===== src/clqf_pkg.sv =====
`timescale 1ns / 1ps
// ----------------------------------------------------------------------------
// clqf_pkg
// Shared sizes, codes, types and helpers of the quantity FIFO.
// ----------------------------------------------------------------------------
package clqf_pkg;

  localparam int DEPTH   = 16;
  localparam int ID_BITS = 16;

  localparam int PtrW  = (DEPTH > 1) ? $clog2(DEPTH) : 1;
  localparam int CntW  = $clog2(DEPTH + 1);
  localparam int AmtW  = 32;
  localparam int IdW   = 16;
  localparam int CmdW  = 2;
  localparam int TakeW = 5;
  localparam int StatW = 3;
  localparam int TolW  = 16;
  localparam int AddrW = 4;
  localparam int DataW = 32;
  localparam int EntW  = ID_BITS + AmtW;
  localparam int ResW  = IdW + AmtW;

  localparam logic [CmdW-1:0] CMD_ADD     = 2'd0;
  localparam logic [CmdW-1:0] CMD_REM_AMT = 2'd1;
  localparam logic [CmdW-1:0] CMD_REM_CNT = 2'd2;

  localparam logic [StatW-1:0] ST_OK       = 3'd0;
  localparam logic [StatW-1:0] ST_OVER_CAP = 3'd1;
  localparam logic [StatW-1:0] ST_DUP_ID   = 3'd2;
  localparam logic [StatW-1:0] ST_AMT_ERR  = 3'd3;
  localparam logic [StatW-1:0] ST_CNT_ERR  = 3'd4;

  localparam logic [1:0] REG_LIMIT_OFF = 2'd0;
  localparam logic [1:0] REG_CAPACITY  = 2'd1;
  localparam logic [1:0] REG_TOLERANCE = 2'd2;

  typedef enum logic [2:0] {
    S_IDLE,
    S_CHECK,
    S_SCAN,
    S_WALK,
    S_EMIT_RD,
    S_EMIT_LD
  } state_t;

  typedef struct packed {
    logic            limit_off;
    logic [AmtW-1:0] capacity;
    logic [TolW-1:0] tolerance;
  } cfg_t;

  function automatic logic [PtrW-1:0] next_ptr(input logic [PtrW-1:0] p);
    return (p == PtrW'(DEPTH - 1)) ? '0 : p + 1'b1;
  endfunction

endpackage


===== src/clqf_if.sv =====
`timescale 1ns / 1ps
// ----------------------------------------------------------------------------
// clqf_item_if / clqf_result_if
// Valid/ready channels for command beats and result beats.
// ----------------------------------------------------------------------------
interface clqf_item_if;
  import clqf_pkg::*;

  logic             valid;
  logic             ready;
  logic [CmdW-1:0]  cmd;
  logic [IdW-1:0]   item_id;
  logic [AmtW-1:0]  amount;
  logic [TakeW-1:0] take_count;

  modport source(output valid, cmd, item_id, amount, take_count, input ready);
  modport sink(input valid, cmd, item_id, amount, take_count, output ready);
endinterface

interface clqf_result_if;
  import clqf_pkg::*;

  logic             valid;
  logic             ready;
  logic [IdW-1:0]   out_id;
  logic [AmtW-1:0]  out_amount;
  logic             last;
  logic [StatW-1:0] status;
  logic [AmtW-1:0]  stored_total;
  logic [TakeW-1:0] entry_count;
  logic [AmtW-1:0]  free_space;

  modport source(output valid, out_id, out_amount, last, status, stored_total,
                 entry_count, free_space, input ready);
  modport sink(input valid, out_id, out_amount, last, status, stored_total,
               entry_count, free_space, output ready);
endinterface


===== src/capacity_limited_quantity_fifo_top.sv =====
`timescale 1ns / 1ps
// ----------------------------------------------------------------------------
// capacity_limited_quantity_fifo_top
// Quantity FIFO with running total, capacity check and partial dequeue.
// ----------------------------------------------------------------------------
// Add: a check, then an id scan over the stored entries (skipped on a capacity
// error), then a read and a load of the result beat. Remove: a check, then a
// walk over the popped or split entries (none if nothing leaves), then a read and
// a load per result beat. Next command is accepted the cycle after the last load.
// rst (synchronous) clears pointers, count, total and registers; entry data
// is not cleared and is read only after being written.
module capacity_limited_quantity_fifo_top (
  input  logic                       clk,
  input  logic                       rst,
  clqf_item_if.sink                  item,
  clqf_result_if.source              result,
  input  logic                       psel,
  input  logic                       penable,
  input  logic                       pwrite,
  input  logic [clqf_pkg::AddrW-1:0] paddr,
  input  logic [clqf_pkg::DataW-1:0] pwdata,
  output logic [clqf_pkg::DataW-1:0] prdata,
  output logic                       pready
);
  import clqf_pkg::*;

  cfg_t cfg;

  clqf_cfg u_cfg (
    .clk     (clk),
    .rst     (rst),
    .psel    (psel),
    .penable (penable),
    .pwrite  (pwrite),
    .paddr   (paddr),
    .pwdata  (pwdata),
    .prdata  (prdata),
    .pready  (pready),
    .cfg     (cfg)
  );

  clqf_ctrl u_ctrl (
    .clk    (clk),
    .rst    (rst),
    .cfg    (cfg),
    .item   (item),
    .result (result)
  );

endmodule


===== src/clqf_cfg.sv =====
`timescale 1ns / 1ps
// ----------------------------------------------------------------------------
// clqf_cfg
// APB register file: limit_off, capacity, tolerance.
// ----------------------------------------------------------------------------
module clqf_cfg (
  input  logic                       clk,
  input  logic                       rst,
  input  logic                       psel,
  input  logic                       penable,
  input  logic                       pwrite,
  input  logic [clqf_pkg::AddrW-1:0] paddr,
  input  logic [clqf_pkg::DataW-1:0] pwdata,
  output logic [clqf_pkg::DataW-1:0] prdata,
  output logic                       pready,
  output clqf_pkg::cfg_t             cfg
);
  import clqf_pkg::*;

  logic            limit_off;
  logic [AmtW-1:0] capacity;
  logic [TolW-1:0] tolerance;
  logic            wr_en;
  logic [1:0]      reg_idx;

  assign pready  = 1'b1;
  assign wr_en   = psel && penable && pwrite;
  assign reg_idx = paddr[3:2];

  always_ff @(posedge clk) begin
    if (rst) begin
      limit_off <= 1'b0;
      capacity  <= '0;
      tolerance <= TolW'(1);
    end else if (wr_en) begin
      unique case (reg_idx)
        REG_LIMIT_OFF: limit_off <= pwdata[0];
        REG_CAPACITY:  capacity  <= pwdata[AmtW-1:0];
        REG_TOLERANCE: tolerance <= pwdata[TolW-1:0];
        default: ;
      endcase
    end
  end

  always_comb begin
    unique case (reg_idx)
      REG_LIMIT_OFF: prdata = DataW'(limit_off);
      REG_CAPACITY:  prdata = DataW'(capacity);
      REG_TOLERANCE: prdata = DataW'(tolerance);
      default:       prdata = '0;
    endcase
  end

  assign cfg.limit_off = limit_off;
  assign cfg.capacity  = capacity;
  assign cfg.tolerance = tolerance;

endmodule


===== src/clqf_ctrl.sv =====
`timescale 1ns / 1ps
// ----------------------------------------------------------------------------
// clqf_ctrl
// Command sequencer around the entry memory and the result buffer.
// ----------------------------------------------------------------------------
module clqf_ctrl (
  input  logic           clk,
  input  logic           rst,
  input  clqf_pkg::cfg_t cfg,
  clqf_item_if.sink      item,
  clqf_result_if.source  result
);
  import clqf_pkg::*;

  state_t state, state_next;

  // latched command
  logic [CmdW-1:0]    cmd_r;
  logic [ID_BITS-1:0] id_r;
  logic [AmtW-1:0]    amt_r;
  logic [TakeW-1:0]   take_r;
  logic [StatW-1:0]   status_r;

  // fifo state
  logic [PtrW-1:0]    head;
  logic [PtrW-1:0]    tail;
  logic [CntW-1:0]    stored;
  logic [AmtW-1:0]    total;

  // walk / scan
  logic signed [33:0] left;
  logic [PtrW-1:0]    rd_ptr;
  logic               rd_vld;
  logic [CntW-1:0]    sc_iss;
  logic [CntW-1:0]    res_n;
  logic [CntW-1:0]    emit_k;

  // memories
  logic [EntW-1:0]    ent_mem [DEPTH];
  logic [EntW-1:0]    ent_rd;
  logic [ResW-1:0]    res_mem [DEPTH];
  logic [ResW-1:0]    res_rd;

  // output register
  logic               o_valid;
  logic [IdW-1:0]     o_id;
  logic [AmtW-1:0]    o_amt;
  logic               o_last;
  logic [StatW-1:0]   o_status;
  logic [AmtW-1:0]    o_total;
  logic [TakeW-1:0]   o_count;
  logic [AmtW-1:0]    o_free;

  logic               accept;
  logic               out_free;
  logic               rd_en;
  logic               sc_issue;
  logic               scan_hit;
  logic               scan_end;
  logic               full;
  logic               add_ok;
  logic               walk_step;
  logic               walk_more;
  logic               whole;
  logic               emit_last;
  logic               add_cap_err;
  logic               add_ovf;
  logic               rem_amt_err;
  logic               cnt_err;
  logic               amt_pending;
  logic [ID_BITS-1:0] ent_id;
  logic [AmtW-1:0]    ent_amt;
  logic [AmtW-1:0]    res_amt;
  logic [AmtW-1:0]    free_now;
  logic [AmtW:0]      add_sum;
  logic signed [33:0] tol_s;
  logic signed [33:0] diff_w;
  logic signed [33:0] left_new;
  logic signed [34:0] add_excess;
  logic signed [34:0] tol_w;
  logic [PtrW+1:0]    ring_sum;
  logic [PtrW+1:0]    ring_tail;

  assign accept   = item.valid && item.ready;
  assign out_free = !o_valid || result.ready;

  assign ent_id  = ent_rd[EntW-1:AmtW];
  assign ent_amt = ent_rd[AmtW-1:0];

  assign tol_s = $signed({18'b0, cfg.tolerance});
  assign tol_w = $signed({19'b0, cfg.tolerance});

  assign add_excess  = $signed({3'b0, amt_r}) - $signed({3'b0, cfg.capacity})
                     + $signed({3'b0, total});
  assign add_cap_err = !cfg.limit_off && (add_excess > tol_w);
  assign add_sum     = {1'b0, total} + {1'b0, amt_r};
  assign add_ovf     = add_sum[AmtW];
  assign rem_amt_err = ($signed({2'b0, amt_r}) - $signed({2'b0, total})) > tol_s;
  assign cnt_err     = 32'(take_r) > 32'(stored);
  assign amt_pending = ($signed({2'b0, amt_r}) > tol_s) && (stored != '0);

  assign sc_issue = (state == S_SCAN) && (sc_iss < stored);
  assign scan_hit = (state == S_SCAN) && rd_vld && (ent_id == id_r);
  assign scan_end = scan_hit || ((sc_iss == stored) && !rd_vld);
  assign full     = (stored == CntW'(DEPTH));
  assign add_ok   = (state == S_SCAN) && scan_end && !scan_hit && !full;

  assign walk_step = (state == S_WALK) && rd_vld;
  assign diff_w    = $signed({2'b0, ent_amt}) - left;
  assign whole     = (cmd_r == CMD_REM_CNT) || (diff_w <= tol_s);
  assign left_new  = left - $signed({2'b0, ent_amt});
  assign res_amt   = whole ? ent_amt : left[AmtW-1:0];

  always_comb begin
    if (cmd_r == CMD_REM_CNT) begin
      walk_more = (32'(res_n) + 32'd1) < 32'(take_r);
    end else begin
      walk_more = whole && (left_new > tol_s) && (stored != CntW'(1));
    end
  end

  assign emit_last = (32'(emit_k) + 32'd1) >= 32'(res_n);

  always_comb begin
    if (cfg.limit_off) begin
      free_now = '1;
    end else if (cfg.capacity >= total) begin
      free_now = cfg.capacity - total;
    end else begin
      free_now = '0;
    end
  end

  // next state
  always_comb begin
    state_next = state;
    unique case (state)
      S_IDLE: begin
        if (accept) state_next = S_CHECK;
      end
      S_CHECK: begin
        unique case (cmd_r)
          CMD_ADD: begin
            state_next = (add_cap_err || add_ovf) ? S_EMIT_RD : S_SCAN;
          end
          CMD_REM_AMT: begin
            state_next = (!rem_amt_err && amt_pending) ? S_WALK : S_EMIT_RD;
          end
          CMD_REM_CNT: begin
            state_next = (cnt_err || take_r == '0) ? S_EMIT_RD : S_WALK;
          end
          default: state_next = S_EMIT_RD;
        endcase
      end
      S_SCAN: begin
        if (scan_end) state_next = S_EMIT_RD;
      end
      S_WALK: begin
        if (walk_step && !walk_more) state_next = S_EMIT_RD;
      end
      S_EMIT_RD: state_next = S_EMIT_LD;
      S_EMIT_LD: begin
        if (out_free) state_next = emit_last ? S_IDLE : S_EMIT_RD;
      end
      default: state_next = S_IDLE;
    endcase
  end

  // outputs of the sequencer
  always_comb begin
    item.ready = (state == S_IDLE);
    rd_en      = sc_issue || (state == S_WALK);
  end

  always_ff @(posedge clk) begin
    if (rst) begin
      state    <= S_IDLE;
      head     <= '0;
      tail     <= '0;
      stored   <= '0;
      total    <= '0;
      status_r <= ST_OK;
      rd_vld   <= 1'b0;
      sc_iss   <= '0;
      res_n    <= '0;
      emit_k   <= '0;
      o_valid  <= 1'b0;
    end else begin
      state  <= state_next;
      rd_vld <= rd_en;
      if (accept) begin
        status_r <= ST_OK;
        sc_iss   <= '0;
        res_n    <= '0;
        emit_k   <= '0;
      end
      if (state == S_CHECK) begin
        if (cmd_r == CMD_ADD && (add_cap_err || add_ovf)) status_r <= ST_OVER_CAP;
        if (cmd_r == CMD_REM_AMT && rem_amt_err) status_r <= ST_AMT_ERR;
        if (cmd_r == CMD_REM_CNT && cnt_err) status_r <= ST_CNT_ERR;
      end
      if (sc_issue) sc_iss <= sc_iss + 1'b1;
      if (state == S_SCAN && scan_end) begin
        if (scan_hit) begin
          status_r <= ST_DUP_ID;
        end else if (full) begin
          status_r <= ST_OVER_CAP;
        end
      end
      if (add_ok) begin
        tail   <= next_ptr(tail);
        stored <= stored + 1'b1;
        total  <= add_sum[AmtW-1:0];
      end
      if (walk_step) begin
        res_n <= res_n + 1'b1;
        if (whole) begin
          total  <= total - ent_amt;
          head   <= next_ptr(head);
          stored <= stored - 1'b1;
        end else begin
          total <= total - left[AmtW-1:0];
        end
      end
      if (state == S_EMIT_LD && out_free) emit_k <= emit_k + 1'b1;
      if (state == S_EMIT_LD && out_free) begin
        o_valid <= 1'b1;
      end else if (result.ready) begin
        o_valid <= 1'b0;
      end
    end
  end

  // payload
  always_ff @(posedge clk) begin
    if (accept) begin
      cmd_r  <= item.cmd;
      id_r   <= ID_BITS'(item.item_id);
      amt_r  <= item.amount;
      take_r <= item.take_count;
      left   <= $signed({2'b0, item.amount});
      rd_ptr <= head;
    end else begin
      if (rd_en) rd_ptr <= next_ptr(rd_ptr);
      if (walk_step) left <= left_new;
    end
    if (state == S_EMIT_LD && out_free) begin
      o_id     <= (res_n == '0) ? '0 : res_rd[ResW-1:AmtW];
      o_amt    <= (res_n == '0) ? '0 : res_rd[AmtW-1:0];
      o_last   <= emit_last;
      o_status <= status_r;
      o_total  <= total;
      o_count  <= TakeW'(stored);
      o_free   <= free_now;
    end
  end

  // entry memory
  always_ff @(posedge clk) begin
    if (add_ok) begin
      ent_mem[tail] <= {id_r, amt_r};
    end else if (walk_step && !whole) begin
      ent_mem[head] <= {ent_id, ent_amt - left[AmtW-1:0]};
    end
    if (rd_en) ent_rd <= ent_mem[rd_ptr];
  end

  // result buffer
  always_ff @(posedge clk) begin
    if (walk_step) res_mem[res_n[PtrW-1:0]] <= {IdW'(ent_id), res_amt};
    if (state == S_EMIT_RD) res_rd <= res_mem[emit_k[PtrW-1:0]];
  end

  assign result.valid        = o_valid;
  assign result.out_id       = o_id;
  assign result.out_amount   = o_amt;
  assign result.last         = o_last;
  assign result.status       = o_status;
  assign result.stored_total = o_total;
  assign result.entry_count  = o_count;
  assign result.free_space   = o_free;

  assign ring_sum  = (PtrW+2)'(head) + (PtrW+2)'(stored);
  assign ring_tail = (ring_sum >= (PtrW+2)'(DEPTH)) ? ring_sum - (PtrW+2)'(DEPTH)
                                                   : ring_sum;

  a_stored_max: assert property (@(posedge clk) disable iff (rst)
    stored <= CntW'(DEPTH))
    else $error("entry count above depth");

  a_ring: assert property (@(posedge clk) disable iff (rst)
    tail == ring_tail[PtrW-1:0])
    else $error("tail does not match head plus count");

  a_walk_nonempty: assert property (@(posedge clk) disable iff (rst)
    walk_step |-> stored != '0)
    else $error("walk step on empty fifo");

  a_res_bound: assert property (@(posedge clk) disable iff (rst)
    res_n <= CntW'(DEPTH))
    else $error("result buffer overrun");

  a_load_free: assert property (@(posedge clk) disable iff (rst)
    (o_valid && !result.ready && state == S_EMIT_LD) |=> $stable(o_amt))
    else $error("pending beat overwritten");

endmodule

===== src/flat_wrapper.sv =====
// flat-port wrapper written by rule: the top's interface ports become plain ports
module capacity_limited_quantity_fifo_top_flat import clqf_pkg::*;
  (clk, rst, psel, penable, pwrite, paddr, pwdata, prdata, pready, item_valid, item_cmd, item_item_id, item_amount, item_take_count, item_ready, result_valid, result_out_id, result_out_amount, result_last, result_status, result_stored_total, result_entry_count, result_free_space, result_ready);
  clqf_item_if item_i ();
  clqf_result_if result_i ();
  input  logic clk;
  input  logic rst;
  input  logic psel;
  input  logic penable;
  input  logic pwrite;
  input  logic [clqf_pkg::AddrW-1:0] paddr;
  input  logic [clqf_pkg::DataW-1:0] pwdata;
  output logic [clqf_pkg::DataW-1:0] prdata;
  output logic pready;
  input wire logic [$bits(item_i.valid)-1:0] item_valid;
  input wire logic [$bits(item_i.cmd)-1:0] item_cmd;
  input wire logic [$bits(item_i.item_id)-1:0] item_item_id;
  input wire logic [$bits(item_i.amount)-1:0] item_amount;
  input wire logic [$bits(item_i.take_count)-1:0] item_take_count;
  output wire logic [$bits(item_i.ready)-1:0] item_ready;
  output wire logic [$bits(result_i.valid)-1:0] result_valid;
  output wire logic [$bits(result_i.out_id)-1:0] result_out_id;
  output wire logic [$bits(result_i.out_amount)-1:0] result_out_amount;
  output wire logic [$bits(result_i.last)-1:0] result_last;
  output wire logic [$bits(result_i.status)-1:0] result_status;
  output wire logic [$bits(result_i.stored_total)-1:0] result_stored_total;
  output wire logic [$bits(result_i.entry_count)-1:0] result_entry_count;
  output wire logic [$bits(result_i.free_space)-1:0] result_free_space;
  input wire logic [$bits(result_i.ready)-1:0] result_ready;
  assign item_i.valid = item_valid;
  assign item_i.cmd = item_cmd;
  assign item_i.item_id = item_item_id;
  assign item_i.amount = item_amount;
  assign item_i.take_count = item_take_count;
  assign item_ready = item_i.ready;
  assign result_valid = result_i.valid;
  assign result_out_id = result_i.out_id;
  assign result_out_amount = result_i.out_amount;
  assign result_last = result_i.last;
  assign result_status = result_i.status;
  assign result_stored_total = result_i.stored_total;
  assign result_entry_count = result_i.entry_count;
  assign result_free_space = result_i.free_space;
  assign result_i.ready = result_ready;
  capacity_limited_quantity_fifo_top u_core (.clk(clk), .rst(rst), .item(item_i), .result(result_i), .psel(psel), .penable(penable), .pwrite(pwrite), .paddr(paddr), .pwdata(pwdata), .prdata(prdata), .pready(pready));
endmodule

===== config.mk =====
export PLATFORM = sky130hd
export DESIGN_NAME = capacity_limited_quantity_fifo_top_flat
export DESIGN_NICKNAME = d
export VERILOG_FILES = /design/src/clqf_pkg.sv /design/src/clqf_if.sv /design/src/capacity_limited_quantity_fifo_top.sv /design/src/clqf_cfg.sv /design/src/clqf_ctrl.sv /design/src/flat_wrapper.sv
export SDC_FILE = /design/constraint.sdc
export NUM_CORES = 2
export LEC_CHECK = 0
export ABC_CLOCK_PERIOD_IN_PS = 9650
export BUFFER_PORTS_ARGS = -buffer_cell sky130_fd_sc_hd__buf_4
export CELL_PAD_IN_SITES_DETAIL_PLACEMENT = 0
export CELL_PAD_IN_SITES_GLOBAL_PLACEMENT = 1
export CORE_ASPECT_RATIO = 0.75
export CORE_MARGIN = 10
export CORE_UTILIZATION = 35
export DETAILED_ROUTE_END_ITERATION = 10
export PLACE_DENSITY_LB_ADDON = 0.1
export SYNTH_ARGS = -nofsm -noshare
export SYNTH_HDL_FRONTEND = slang
export SYNTH_SLANG_ARGS = --single-unit
export TNS_END_PERCENT = 100

===== constraint.sdc =====
create_clock -name clk -period 9.65 [get_ports clk]
set_input_delay 0.965 -clock clk [delete_from_list [all_inputs] [get_ports clk]]
set_output_delay 0.965 -clock clk [all_outputs]
set_load 0.01 [all_outputs]

==> flow_summary.toml <==
[setup_path]
worst-path-max-fanout = 29
arrival_ns = 9.81
crit_slowest_cell = "a21boi_0"
rr_worst_depth = 32
critPathRequiredTime_ns = 10.40
cp-start-kind = "register"
critPathKind = "register to register"
r2r_end = "u_core.u_ctrl.total[31]"
cp_slowest_stage_delay_ns = 0.74
reg2reg_slack_ns = 0.59
end_kind = "register"
rr_startpoint = "u_core.u_ctrl.ent_rd[0]"

[die]
ioPinCount = 254
num_rows = 161
die_area_mm2 = 0.279
core_area_mm2 = 0.257
fp.dieH_um = 460
die_x_um = 607
initial_core_util = 0.352

[pwr]
power_density_mw_per_mm2 = 254
max-vdd-ir-drop_uv = 222
total_power_mw = 26.3
p_leak_nw = 35.0

[synth]
syn_area_mm2 = 0.0905
synth_area_leader_cell = "edfxtp_1"
yosys.area.top_type_share = 0.612
syn-num-nets = 6383
yosys-top-cells-area = "edfxtp_1 (61%), mux4_2 (12%), ha_1 (5.0%)"
synth-edff-count = 1844
ys_seq_area_frac = 0.638
syn_area_per_cell_um2 = 15.3
syn_inst = 5912
ys_ff_latch = 1963
synth.most_common_cell = "edfxtp_1"
synth.yosys.warnings = 0
synth_top_flop_cell = "edfxtp_1"
async_flop_share = 0
synth_cell_types = 84
yosys-top-cells-count = "edfxtp_1 (1844), mux4_2 (480), nand2_1 (410)"

[clocking]
cts_tree = "done"
clock_sinks = 1963
cts_root_buf = "clkbuf_16"
clk_latency_ns = 0.87
h-tree-depth = 4
cts_setup_buffers = 0
cts_resized = 0
cts_hold_buffers = 0
cts.reportedPaths.clkPinSlew_ns = 0.06
cts_buffer_depth = 4
cts-buffers-inserted = 204

[sta]
rsz0062_at_grt = "no"
finalSetupTns_ns = 0
drv_slew = 0
fin_ws_ns = 0.588
worstMarginPinSlew_ns = 1.34
min_period_ns = 9.06
fin_hold_ws_ns = 0.270
final_hold_viol_count = 0
skew_ns = 0.0519
fin_crit_sh = 0.939
finalSetupViolCount = 0
relSlewSlack = 0.0951
fmax_mhz = 110

[finish]
fillers = 23500
drive_above_1_share = 0.197
syn_to_final_growth_pct = 14.3
post-route-util = 0.403
finalNetCount = 6703

[min_path]
hold_path_class = "primary input to register"
holdPathEnd = "u_core.u_ctrl.take_r[4]"
min-delay-start = "item_take_count[4]"
min_path_cells = 1

[route]
first_iter_violations = 5145
wl_per_cell_um = 29.2
vias_per_cell = 5.47
drc = 0
vias = 53700
ant_nets = 0
first_pass_iters = 5
routed_wirelength_mm = 286

[grt]
grt_max_degree = 143
grt_overflow = 0
track_usage = 0.200
grt_pass1_wl_mm = 408
antenna_found_initial = 22
grt_pass1_vias = 53700

[placement]
port_buffers = 250
routabilityCongestion = 0.849
hpwl_mm = 184
place_ws_ns = 0.552

[outcome]
status = "complete, no violations"

[flow_run]
cap_violations = 0
-- where the power goes --
group          leakage [nW]  internal, mW  switching [mW]
clock network          3.10          4.36            3.36
registers              17.7          10.2           0.330
logic                  14.2          3.02            5.05
total                  35.0          17.5            8.74
-- worst max-delay path by stage --
stage	start	to	slack, ns
global placement	u_core.u_ctrl.ent_rd[0]	u_core.u_ctrl.total[31]	0.47
finish	u_core.u_ctrl.ent_rd[0]	u_core.u_ctrl.total[31]	0.59
global route	u_core.u_ctrl.ent_rd[0]	u_core.u_ctrl.total[31]	0.16
CTS	u_core.u_ctrl.ent_rd[0]	u_core.u_ctrl.total[31]	0.50
detailed placement	u_core.u_ctrl.ent_rd[0]	u_core.u_ctrl.total[31]	0.55
floorplan	u_core.u_ctrl.ent_rd[0]	u_core.u_ctrl.total[31]	2.11
-- registers in the layout, summed over array words and instances, names as in the netlist, 32 cells and up --
signal,count
u_core.u_ctrl.result.free_space,32
u_core.u_ctrl.total,32
u_core.u_ctrl.res_mem,768
u_core.u_ctrl.res_rd,48
u_core.u_ctrl.ent_mem,768
u_core.u_cfg.capacity,32
u_core.u_ctrl.amt_r,32
u_core.u_ctrl.left,34
u_core.u_ctrl.result.stored_total,32
u_core.u_ctrl.result.out_amount,32
u_core.u_ctrl.ent_rd,48
-- worst max-delay path, delay by kind of cell (launching register included) --
kind                       cells  cell delay [ns]
AOI/OAI and AO/OA             16             4.81
xor gates and xnor gates       2             0.54
adders and majority gates      4             1.30
buffers and inverters          3             0.48
DFF                            1             0.38
and+or+nand+nor                7             1.41
-- metal layers --
metal	vias up	wire length (um)	GRT usage
met5	-	12	0
met4	2	5920	0.0408
met3	327	14600	0.0257
met2	1452	127000	0.306
met1	28100	139000	0.306
li1	23800	-	-
-- per-stage QoR --
step	cells	instance area, um2
6_report	9818	103000
2_1_floorplan	5912	90500
5_1_grt	9814	103000
3_5_place_dp	9449	97000
3_3_place_gp	9449	97000
4_1_cts	9814	103000
-- kinds of logic (layout without fill, tap and decap cells) --
kind of cell,after synthesis,count (layout),synth area share
mux,516,516,0.124
compound gates,1095,1095,0.0783
fa+ha+maj,373,373,0.0523
other cells,1,5,0.0000415
simple gates,1194,1194,0.0623
flops,1963,1963,0.638
xor+xnor,219,219,0.0214
buf+inv,551,1030,0.0233
-- layout by cell type, fill, tap and decap left out, types with 15 or more instances in the layout --
| master | instances |
|---|---|
| clkinv_1 | 38 |
| and3_1 | 21 |
| a21oi_1 | 353 |
| nand3_1 | 60 |
| a311oi_1 | 15 |
| o31ai_1 | 20 |
| nand2_1 | 408 |
| clkbuf_16 | 207 |
| buf_4 | 372 |
| mux4_2 | 480 |
| a21boi_0 | 31 |
| nand2b_1 | 44 |
| a31oi_1 | 40 |
| clkinv_2 | 37 |
| o211ai_1 | 31 |
| or3_1 | 24 |
| ha_1 | 365 |
| nor2_1 | 257 |
| mux2_2 | 29 |
| a21o_1 | 136 |
| nor2b_1 | 92 |
| dfxtp_1 | 115 |
| nor4_1 | 29 |
| clkbuf_1 | 47 |
| nor3_1 | 75 |
| o21bai_1 | 29 |
| o21a_1 | 39 |
| nand4_1 | 51 |
| and2_1 | 35 |
| a2111oi_0 | 17 |
| edfxtp_1 | 1844 |
| nor2_4 | 29 |
| a22o_1 | 16 |
| bufinv_16 | 16 |
| xnor2_1 | 149 |
| a211oi_1 | 45 |
| xor2_1 | 69 |
| o21ai_0 | 173 |
| inv_1 | 281 |
-- cell type report --
cell class | count | area, um2 | area share
Clock inverter | 111 | 998 | 0.00966
Timing Repair Buffer | 382 | 2990 | 0.0289
Tap cell | 3423 | 4280 | 0.0414
Antenna cell | 4 | 10.0 | 0.0000968
Sequential cell | 1963 | 57800 | 0.559
Clock buffer | 254 | 5360 | 0.0518
Inverter | 283 | 1070 | 0.0103
Multi-Input combinational cell | 3398 | 30900 | 0.299
Power figures use the tool's default switching activity.
